### config.mk
export PLATFORM = sky130hd
export DESIGN_NAME = held_note_table
export DESIGN_NICKNAME = d
export VERILOG_FILES = /design/src/hdl/hnt_pkg.sv /design/src/hdl/hnt_ctrl.sv /design/src/hdl/hnt_dp.sv /design/src/hdl/held_note_table.sv
export VERILOG_INCLUDE_DIRS = /design/src /design/src/hdl
export SDC_FILE = /design/constraint.sdc
export NUM_CORES = 1
export LEC_CHECK = 0
export BUFFER_PORTS_ARGS = -buffer_cell sky130_fd_sc_hd__buf_2
export CAP_MARGIN = 20
export CORE_ASPECT_RATIO = 0.7
export CORE_MARGIN = 2
export CORE_UTILIZATION = 40
export CTS_BUF_LIST = sky130_fd_sc_hd__clkbuf_4 sky130_fd_sc_hd__clkbuf_8
export DETAILED_ROUTE_END_ITERATION = 7
export PLACE_DENSITY = 0.66
export SYNTH_ARGS = -nofsm -noshare
export SYNTH_HDL_FRONTEND = slang
export SYNTH_SLANG_ARGS = --single-unit
### constraint.sdc
create_clock -name clk -period 9.2 [get_ports clk]
set_input_delay 1.38 -clock clk [delete_from_list [all_inputs] [get_ports clk]]
set_output_delay 1.38 -clock clk [all_outputs]
set_load 0.1 [all_outputs]
### src/hdl/assert_macros.svh
// assertion macros used by the held note table controller
// no dependencies
`ifndef ASSERT_MACROS_SVH
`define ASSERT_MACROS_SVH

// property must hold whenever not in reset
`define CHK(label, prop, msg) \
  label: assert property (@(posedge clk) disable iff (rst) (prop)) else $error(msg);

// implication whose consequent is checked in the next cycle
`define CHK_NEXT(label, cond, prop, msg) \
  label: assert property (@(posedge clk) disable iff (rst) (cond) |=> (prop)) else $error(msg);

`endif

### src/hdl/hnt_pkg.sv
// types and constants for the held note table
// no dependencies
package hnt_pkg;

  localparam int TABLE_SIZE = 16;
  localparam int IDX_W = $clog2(TABLE_SIZE);
  localparam int CNT_W = $clog2(TABLE_SIZE + 1);

  localparam logic [2:0] REQ_ADD    = 3'd0;
  localparam logic [2:0] REQ_REMOVE = 3'd1;
  localparam logic [2:0] REQ_CLEAR  = 3'd2;
  localparam logic [2:0] REQ_GET    = 3'd3;
  localparam logic [2:0] REQ_FIND   = 3'd4;
  localparam logic [2:0] REQ_SORT   = 3'd5;

  typedef struct packed {
    logic [2:0] req_type;
    logic [6:0] pitch;
    logic [3:0] chan;
    logic       bypass_flag;
    logic       latched_flag;
    logic [7:0] slot;
  } req_t;

  typedef struct packed {
    logic       ok;
    logic [3:0] found_slot;
    logic [6:0] out_pitch;
    logic [3:0] out_chan;
    logic       out_bypass;
    logic       out_latched;
    logic [4:0] note_count;
    logic [4:0] held_count;
  } rsp_t;

  typedef struct packed {
    logic [6:0] pitch;
    logic [3:0] chan;
    logic       bypass;
    logic       latched;
  } note_t;

  typedef enum logic [3:0] {
    ST_IDLE, ST_SEARCH, ST_SHIFT, ST_APPEND, ST_GET, ST_SORT_LOAD,
    ST_SORT_CMP, ST_SORT_PUT, ST_DONE
  } state_t;

  // controller -> datapath
  typedef struct packed {
    logic load_req;
    logic ptr_clear;
    logic ptr_inc;
    logic ptr_from_key;  // j = k for insertion sort
    logic ptr_dec;
    logic key_inc;
    logic key_load;      // cur = entries[k]
    logic shift_down;    // entries[j] = entries[j+1]
    logic shift_up;      // entries[j] = entries[j-1]
    logic put_cur;       // entries[j] = cur
    logic append;
    logic drop_count;
    logic add_count;
    logic clear_counts;
    logic set_hit;       // record j as match
    logic get_read;
    logic set_ok;
    logic strobe;
  } cmd_t;

  // datapath -> controller
  typedef struct packed {
    logic [2:0] req_type;
    logic       ptr_at_end;   // j >= count
    logic       match;        // entries[j].pitch == pitch, pitch valid
    logic       full;
    logic       slot_ok;
    logic       key_end;      // k >= count
    logic       ptr_zero;
    logic       prev_greater; // entries[j-1].pitch > cur.pitch
  } sts_t;

endpackage

### src/hdl/hnt_ctrl.sv
// controller state machine for the held note table
// depends on hnt_pkg, assert_macros.svh
`include "assert_macros.svh"
module hnt_ctrl (
  input  logic          clk,
  input  logic          rst,
  input  logic          start,
  output logic          busy,
  input  hnt_pkg::sts_t sts,
  output hnt_pkg::cmd_t cmd
);
  import hnt_pkg::*;

  state_t state, state_next;

  always_ff @(posedge clk) begin
    if (rst) state <= ST_IDLE;
    else state <= state_next;
  end

  always_comb begin
    state_next = state;
    cmd = '0;
    busy = (state != ST_IDLE);
    case (state)
      ST_IDLE: begin
        if (start) begin
          cmd.load_req = 1'b1;
          cmd.ptr_clear = 1'b1;
          state_next = ST_SEARCH;
        end
      end
      ST_SEARCH: begin
        case (sts.req_type)
          REQ_ADD, REQ_REMOVE, REQ_FIND: begin
            if (sts.req_type == REQ_ADD && sts.full) begin
              state_next = ST_DONE;
            end else if (sts.ptr_at_end) begin
              if (sts.req_type == REQ_ADD) state_next = ST_APPEND;
              else state_next = ST_DONE;
            end else if (sts.match) begin
              cmd.set_hit = 1'b1;
              if (sts.req_type == REQ_FIND) begin
                cmd.set_ok = 1'b1;
                state_next = ST_DONE;
              end else begin
                cmd.drop_count = 1'b1;
                state_next = ST_SHIFT;
              end
            end else begin
              cmd.ptr_inc = 1'b1;
            end
          end
          REQ_CLEAR: begin
            cmd.clear_counts = 1'b1;
            cmd.set_ok = 1'b1;
            state_next = ST_DONE;
          end
          REQ_GET: state_next = ST_GET;
          REQ_SORT: begin
            cmd.key_inc = 1'b1;
            state_next = ST_SORT_LOAD;
          end
          default: state_next = ST_DONE;
        endcase
      end
      ST_SHIFT: begin
        // count already dropped, so end is j >= new count
        if (sts.ptr_at_end) begin
          if (sts.req_type == REQ_ADD) state_next = ST_APPEND;
          else begin
            cmd.set_ok = 1'b1;
            state_next = ST_DONE;
          end
        end else begin
          cmd.shift_down = 1'b1;
          cmd.ptr_inc = 1'b1;
        end
      end
      ST_APPEND: begin
        cmd.append = 1'b1;
        cmd.add_count = 1'b1;
        cmd.set_ok = 1'b1;
        state_next = ST_DONE;
      end
      ST_GET: begin
        cmd.get_read = 1'b1;
        state_next = ST_DONE;
      end
      ST_SORT_LOAD: begin
        if (sts.key_end) begin
          cmd.set_ok = 1'b1;
          state_next = ST_DONE;
        end else begin
          cmd.key_load = 1'b1;
          cmd.ptr_from_key = 1'b1;
          state_next = ST_SORT_CMP;
        end
      end
      ST_SORT_CMP: begin
        if (!sts.ptr_zero && sts.prev_greater) begin
          cmd.shift_up = 1'b1;
          cmd.ptr_dec = 1'b1;
        end else begin
          state_next = ST_SORT_PUT;
        end
      end
      ST_SORT_PUT: begin
        cmd.put_cur = 1'b1;
        cmd.key_inc = 1'b1;
        state_next = ST_SORT_LOAD;
      end
      ST_DONE: begin
        cmd.strobe = 1'b1;
        state_next = ST_IDLE;
      end
      default: state_next = ST_IDLE;
    endcase
  end

  `CHK(a_strobe_done, !cmd.strobe || state == ST_DONE, "strobe outside done")
  `CHK_NEXT(a_start_busy, state == ST_IDLE && start, busy, "start not taken")
  `CHK_NEXT(a_done_idle, state == ST_DONE, state == ST_IDLE, "done did not return to idle")

endmodule

### src/hdl/hnt_dp.sv
// datapath of the held note table: entry registers, counts, pointers
// depends on hnt_pkg
module hnt_dp (
  input  logic          clk,
  input  logic          rst,
  input  hnt_pkg::req_t req,
  input  hnt_pkg::cmd_t cmd,
  output hnt_pkg::sts_t sts,
  output logic          strobe,
  output hnt_pkg::rsp_t rsp
);
  import hnt_pkg::*;

  note_t            entries [TABLE_SIZE];
  req_t             r;
  logic [CNT_W-1:0] entry_total, held_total;
  logic [CNT_W-1:0] j, k;
  logic [IDX_W-1:0] hit_idx;
  note_t            cur;
  logic             ok;
  note_t            get_note;

  logic [IDX_W-1:0] ji, jp, jm, ki, ti;

  assign ji = j[IDX_W-1:0];
  assign ki = k[IDX_W-1:0];
  assign ti = entry_total[IDX_W-1:0];
  assign jp = ji + 1'b1;
  assign jm = ji - 1'b1;

  always_comb begin
    sts.req_type     = r.req_type;
    sts.ptr_at_end   = (j >= entry_total);
    sts.match        = (r.pitch != 7'd0) && (entries[ji].pitch == r.pitch);
    sts.full         = (entry_total >= CNT_W'(TABLE_SIZE));
    sts.slot_ok      = ({1'b0, r.slot} < 9'(entry_total));
    sts.key_end      = (k >= entry_total);
    sts.ptr_zero     = (j == '0);
    sts.prev_greater = (entries[jm].pitch > cur.pitch);
  end

  always_ff @(posedge clk) begin
    if (cmd.load_req) r <= req;
    if (cmd.key_load) cur <= entries[ki];
    if (cmd.set_hit) hit_idx <= ji;
    if (cmd.shift_down) entries[ji] <= entries[jp];
    if (cmd.shift_up) entries[ji] <= entries[jm];
    if (cmd.put_cur) entries[ji] <= cur;
    if (cmd.append) entries[ti] <= '{r.pitch, r.chan, r.bypass_flag, r.latched_flag};
    if (cmd.get_read) get_note <= entries[r.slot[IDX_W-1:0]];
  end

  always_ff @(posedge clk) begin
    if (rst) begin
      entry_total <= '0;
      held_total <= '0;
      j <= '0;
      k <= '0;
      ok <= 1'b0;
      strobe <= 1'b0;
    end else begin
      strobe <= cmd.strobe;
      if (cmd.ptr_clear) j <= '0;
      else if (cmd.ptr_inc) j <= j + 1'b1;
      else if (cmd.ptr_dec) j <= j - 1'b1;
      else if (cmd.ptr_from_key) j <= k;
      if (cmd.load_req) begin
        k <= '0;
        ok <= 1'b0;
      end else if (cmd.key_inc) k <= k + 1'b1;
      if (cmd.set_ok) ok <= 1'b1;
      if (cmd.get_read) ok <= sts.slot_ok;
      if (cmd.clear_counts) begin
        entry_total <= '0;
        held_total <= '0;
      end
      if (cmd.drop_count) begin
        entry_total <= entry_total - 1'b1;
        if (!entries[ji].latched && held_total != '0) held_total <= held_total - 1'b1;
      end
      if (cmd.add_count) begin
        entry_total <= entry_total + 1'b1;
        if (!r.latched_flag) held_total <= held_total + 1'b1;
      end
    end
  end

  // get path reads only with ok, find reports the hit index
  always_comb begin
    rsp = '0;
    rsp.ok = ok;
    rsp.note_count = 5'(entry_total);
    rsp.held_count = 5'(held_total);
    if (ok && r.req_type == REQ_FIND) rsp.found_slot = 4'(hit_idx);
    if (ok && r.req_type == REQ_GET) begin
      rsp.out_pitch = get_note.pitch;
      rsp.out_chan = get_note.chan;
      rsp.out_bypass = get_note.bypass;
      rsp.out_latched = get_note.latched;
    end
  end

endmodule

### src/hdl/held_note_table.sv
// held note table: one request per start, one result per request; the
// result cannot be stalled. Clear and get do not walk the table; add,
// remove and find search the held entries (a match is shifted out for
// add and remove, then add appends), and sort runs an insertion sort, so
// their time grows with the number of entries held.
// busy drops in the result cycle, so the next request may follow directly.
// depends on hnt_pkg, hnt_ctrl, hnt_dp
module held_note_table (
  input  logic          clk,
  input  logic          rst,
  input  logic          start,
  input  hnt_pkg::req_t req,
  output logic          busy,
  output logic          done,
  output hnt_pkg::rsp_t rsp
);
  import hnt_pkg::*;

  cmd_t cmd;
  sts_t sts;

  hnt_ctrl u_ctrl (
    .clk(clk), .rst(rst), .start(start), .busy(busy), .sts(sts), .cmd(cmd)
  );

  hnt_dp u_dp (
    .clk(clk), .rst(rst), .req(req), .cmd(cmd), .sts(sts), .strobe(done), .rsp(rsp)
  );

endmodule

==> results of run 1 <==
## metal layers
metal | up-vias | track usage, % | part of all wire (%)
met5 | - | 0 | 0
met3 | 95 | 10.6 | 16
li1 | 4970 | - | -
met2 | 1000 | 32.1 | 41
met4 | 0 | 7.34 | 2.8
met1 | 6492 | 34.6 | 40
## through the flow
step | util, % | hold WS (ns) | cells | total power, W
after global placement | 42.9 | 0.531 | 1726 | 0.00176
after floorplan | - | 0.432 | 1131 | 0.00169
after global routing | 45.6 | 0.563 | 1824 | 0.00314
after CTS | 45.3 | 0.540 | 1811 | 0.00306
after detailed placement | 43.0 | 0.531 | 1727 | 0.00176
final | 45.6 | 0.539 | 1824 | 0.00304
## layout by cell type (no fill, tap or decap), types with 5 or more instances in the layout
cell type | Yosys | layout
mux4_2 | 286 | 286
edfxtp_1 | 262 | 262
buf_2 | 6 | 56
mux2i_1 | 48 | 48
clkbuf_8 | 0 | 48
buf_4 | 6 | 40
a21oi_1 | 39 | 39
nor2_1 | 48 | 31
nand2_1 | 27 | 27
ha_1 | 28 | 27
inv_1 | 26 | 26
dfxtp_1 | 30 | 25
nor2b_1 | 21 | 21
a211oi_1 | 20 | 20
and2_1 | 18 | 18
nor2_2 | 0 | 17
nand3_1 | 15 | 15
nor3_1 | 14 | 12
o21ai_0 | 11 | 11
nand2b_1 | 10 | 10
a21o_1 | 10 | 10
clkbuf_4 | 0 | 10
clkinv_1 | 0 | 9
bufinv_16 | 0 | 8
a31oi_1 | 7 | 7
and3_1 | 7 | 7
or2_2 | 6 | 6
xor2_1 | 7 | 6
a311oi_1 | 6 | 6
a22oi_1 | 5 | 5
o21a_1 | 5 | 5
nor3b_1 | 5 | 5
nor4_1 | 5 | 5
o22ai_1 | 5 | 5
clkinv_2 | 0 | 5
## registers in the layout, indices dropped and copies added (netlist names), 5 cells and up, named ones only
signal and flops:
u_dp.held_total 5, u_dp.r 21, u_dp.entries 208, u_dp.k 5, u_dp.cur 13, u_dp.j 5
u_dp.entry_total 5, u_dp.get_note 13
## critical path: stages (launching register included)
cell       delay, ns
dfxtp_4         0.91
inv_1           0.32
ha_4            1.02
mux4_2          0.41
mux4_2          0.51
ha_1            0.30
a2111oi_0       0.55
nand2b_1        0.14
a21oi_1         0.56
a21oi_1         0.24
o21ai_0         0.64
nor2_2          0.35
## where the power goes
group	switching (W)	internal (W)
Combinational	0.000143	0.000114
Clock	0.000553	0.000752
Sequential	0.0000230	0.00146
Total	0.000719	0.00232
## cell type report
type,count,area [µm²],area share [%]
multi-input cells,719,9560,46.4
flip-flops and latches,292,8480,41.1
well taps,603,754,3.66
clock buffers,58,736,3.57
repair buffers,100,653,3.17
clock inverters,26,329,1.60
inverters,26,97.6,0.473
## path summary, 6_finish.rpt
path	startpoint	end	slack, ns	cells after the start
max	u_dp.j[0]$_SDFFE_PP0N_	u_dp.entries[10][3]$_DFFE_PP_	2.83	11
min	u_dp.held_total[4]$_SDFF_PP0_	u_dp.held_total[4]$_SDFF_PP0_	0.54	2
max reg2reg	u_dp.j[0]$_SDFFE_PP0N_	u_dp.entries[10][3]$_DFFE_PP_	2.83	11
min reg2reg	u_dp.held_total[4]$_SDFF_PP0_	u_dp.held_total[4]$_SDFF_PP0_	0.54	2
## kinds of logic after synthesis
kind of cell    share of synthesized area, %
compound gates                          5.55
xor+xnor                               0.618
fa+ha+maj                               1.90
buf+inv                                 2.65
flops                                   46.0
mux                                     37.8
simple gates                            5.51
==> out/metrics.cfg, run 1 <==
[status]
status=finished clean

[clock_network]
clk_latency_ns=0.61
cts_setup_buffers=0
cts_tree=yes
cts_buffers=45
cts.sinks=292
h-tree-depth=2
cts_hold_buf=0
cts_buffer_depth=3
ctsRootBufferMaster=clkbuf_8
clk_pin_slew_ns=0.07
cts_resized=0

[logic_synthesis]
ys.warnings.count=0
yosysTopAreaCell=edfxtp_1
ys_top_cells_by_count=286 x mux4_2, 262 x edfxtp_1, 57 x clkbuf_1, 48 x mux2i_1, 48 x nor2_1
syn_nets=1186
synthMostInstantiatedCell=mux4_2
ys.flop_type=edfxtp_1
syn-instance-count=1131
synth_top_area_share_pct=42.7
async_reset_ff_share_pct=0
ys_seq_area_share_pct=46.0
syn_avg_cell_area_um2=16.3
netlist_area_mm2=0.0184
synth_enable_flop_cells=262
synth-seq-cells=292
synth_cell_types=70
synth_area_leaders=edfxtp_1 43%, mux4_2 35%, dfxtp_1 3.3%

[grt]
grt_pass1_wl_um=82800
grt_max_degree=68
track_usage_pct=23.9
antenna_found_initial=0
grt_overflow_total=0
grt_pass1_vias=12100

[drt]
wirelength_um=56700
vias=12600
via_per_inst=6.88
drt_iter0_markers=1891
drc=0
detail-route-antenna-nets=0
first_pass_iters=5
wire_per_inst_um=31.1

[die]
design.die.area_mm2=0.0478
start_util_pct=40.7
die_w_um=261
rows=65
core_area_mm2=0.0452
ios=57
die_h_um=184

[sta]
setup_viol=0
slew_headroom_pct=29.0
setup_ws_ns=2.83
drv_slew=0
worst_slew_pin_slew_ns=1.06
finClkSkew_ns=0.0384
final_hold_viol_count=0
period_share_pct=69.2
maxClockFrequency_ghz=0.157
period_minus_slack_ns=6.37
rsz0062_at_grt=false
tns_ns=0

[layout]
final_layout_size_suffix_gt1_share_pct=41.4
area_growth_pct=11.9
num-fill-cells=3898
fin_area_mm2=0.0206
fin_nets=1239
diodes=0

[power]
powerDensity_mw_per_mm2=148
ir_drop_uv=115
p_leak_nw=6.29

[worst_setup_path]
crit_arrival_ns=6.62
startpoint_type=flop
worstPathRequired_ns=9.45
endpoint_kind=flop
critical_path_class=flop to flop
crit_fanout=67

[hold_path]
hold_path.class=flop to flop

[placed_design]
gp_congestion=0.927
io_buffers=56
placed_area_mm2=0.0194
hpwl_um=37500
pre_cts_slack_ns=2.88

[job]
max_cap_viol_count=0

No activity file was read; power rests on OpenSTA's default activity.
==> inputs of run 2 (changes only) <==
ABC_AREA = 1   (was unset)
clock period = 5.9 ns   (was 9.2 ns; I/O delays follow)
==> out/metrics.cfg, run 2 <==
[status]
status=finished clean

[sta]
finClkSkew_ns=0.0388
period_share_pct=81.5
worst_slew_pin_slew_ns=1.20
drv_slew=0
setup_viol=0
setup_ws_ns=1.09
maxClockFrequency_ghz=0.208
rsz0062_at_grt=false
tns_ns=0
final_hold_viol_count=0
period_minus_slack_ns=4.81
slew_headroom_pct=20.1

[grt]
grt_overflow_total=0
grt_pass1_vias=17100
track_usage_pct=30.5
grt_pass1_wl_um=113000
antenna_found_initial=2
grt_max_degree=210

[placed_design]
dp_cells=3097
gp_congestion=1.03
io_buffers=56
pre_cts_slack_ns=1.14
hpwl_um=51400

[logic_synthesis]
synth_top_area_share_pct=41.1
ys.warnings.count=0
syn_nets=2592
async_reset_ff_share_pct=0
ys.flop_type=edfxtp_1
ys_seq_area_share_pct=44.2
syn_avg_cell_area_um2=7.54
synth-seq-cells=292
yosysTopAreaCell=edfxtp_1
syn-instance-count=2537
synthMostInstantiatedCell=nand2_1
ys_top_cells_by_count=486 x nand2_1, 430 x o21ai_0, 293 x inv_1, 265 x a21oi_1, 262 x edfxtp_1
synth_enable_flop_cells=262
netlist_area_mm2=0.0191
synth_cell_types=48
synth_area_leaders=edfxtp_1 41%, o21ai_0 11%, nand2_1 9.5%

[worst_setup_path]
reg2reg_slack_ns=1.09
worstPathRequired_ns=6.14
cpMaxStageDelayCell=clkinv_1
setup.worst_path.start=u_dp.j[1]$_SDFFE_PP0N_
path_common_cell=nand2_1
startpoint_type=flop
max_stage_delay_ns=0.64
endpoint_kind=flop
crit_fanout=18
r2r_start=u_dp.j[1]$_SDFFE_PP0N_
r2r-end=u_dp.entries[4][8]$_DFFE_PP_
crit_arrival_ns=5.05
critPathCapture=u_dp.entries[4][8]$_DFFE_PP_
ff2ff_path_depth=21
critical_path_class=flop to flop
path_cells=inv_1 > ha_2 > xnor2_2 > clkinv_1 > a21oi_1 > o21ai_0 > nand3_1 > nand2_1 > ha_1 > nand2_1 > o21ai_0 > nand4_1 > o211ai_1 > nand2_1 > nand2_1 > inv_1 > nand2_1 > nand3_1 > inv_1 > nand2_1 > inv_1

[drt]
wire_per_inst_um=24.6
wirelength_um=78300
drt_iter0_markers=3547
vias=19700
first_pass_iters=8
via_per_inst=6.18
detail-route-antenna-nets=0
drc=0

[layout]
top_regs=u_dp.entries (208), u_dp.r (21)
multi_input_area_mm2=0.00883
layout_common_cells=486 x nand2_1, 430 x o21ai_0, 292 x inv_1, 265 x a21oi_1, 262 x edfxtp_1
final_layout_size_suffix_gt1_share_pct=9.04
largest_register=u_dp.entries
area_growth_pct=10.4
fin_util_pct=44.5
ff_latch_area_mm2=0.00848
num-fill-cells=4679
fin_nets=2584
layout_commonest_cell=nand2_1
stdcell_count=3187
largest_reg_flops=208
diodes=0

[hold_path]
hold_path.class=primary input to flop
whs_path_depth=1
hold_path.startpoint=req[18]

[die]
die_h_um=187
ios=57
design.die.area_mm2=0.0496
die_w_um=265
start_util_pct=40.3
rows=67
core_area_mm2=0.0475

[clock_network]
clk_latency_ns=0.62
cts.sinks=292
ctsRootBufferMaster=clkbuf_8
cts_resized=0
cts_buffers=47
clk_pin_slew_ns=0.07
cts_buffer_depth=3
cts_hold_buf=0
h-tree-depth=2
cts_tree=yes
cts_setup_buffers=0

[job]
max_cap_viol_count=0

[power]
p_leak_nw=8.32
powerDensity_mw_per_mm2=237
ir_drop_uv=165

[run 2: cell type report]
cell class,count,area share [%]
well taps,621,3.68
flip-flops and latches,292,40.1
inverters,302,5.37
repair buffers,119,3.89
clock inverters,31,1.79
multi-input cells,1767,41.8
clock buffers,55,3.37
[run 2: per-layer routing]
layer / wire [µm] / global-route usage [%]
met2: 30200 / 40.8
met4: 2320 / 8.54
met3: 14200 / 12.1
met1: 31500 / 45.0
met5: 34 / 0
[run 2: cells by family (layout without fill, tap and decap cells)]
family | count (synthesis) | after routing | share of synthesized area, %
AND/OR/NAND/NOR | 891 | 891 | 19.8
AO/OA/AOI/OAI | 835 | 835 | 23.8
flip-flops | 292 | 292 | 44.2
buffers and inverters | 478 | 507 | 9.77
adder cells (fa/ha/maj) | 28 | 28 | 1.83
XOR/XNOR | 13 | 13 | 0.634
[run 2: worst min path at each step]
stage / endpoint / slack, ns
floorplan: u_dp.hit_idx[2]$_DFFE_PP_ / 0.43
global placement: u_dp.k[4]$_SDFFE_PP0P_ / 0.50
detailed placement: u_dp.hit_idx[1]$_DFFE_PP_ / 0.51
CTS: u_dp.r[10]$_DFFE_PP_ / 0.43
global route: u_dp.r[14]$_DFFE_PP_ / 0.44
finish: u_dp.r[18]$_DFFE_PP_ / 0.45
[run 2: where the power goes]
part           switching, W  internal [W]  leakage (nW)
Clock              0.000939       0.00117         0.556
Combinational      0.000448      0.000152          5.15
Sequential        0.0000242       0.00227          2.62
Total               0.00141       0.00360          8.32
[run 2: through the flow]
| stage | hold slack (ns) | area (µm²) | power [W] |
|---|---|---|---|
| after global placement | 0.503 | 20000 | 0.00290 |
| after global routing | 0.442 | 21100 | 0.00515 |
| after floorplan | 0.433 | 19100 | 0.00271 |
| after CTS | 0.435 | 21100 | 0.00498 |
| final | 0.451 | 21100 | 0.00501 |
| after detailed placement | 0.513 | 20000 | 0.00291 |
[run 2: critical path: cells and delay by family (launching register included)]
kind | cells | cell delay, ns
AOI/OAI and AO/OA | 4 | 0.72
DFF | 1 | 0.40
xor gates and xnor gates | 1 | 0.16
adders and majority gates | 2 | 0.55
buffers and inverters | 5 | 1.55
and+or+nand+nor | 9 | 1.06
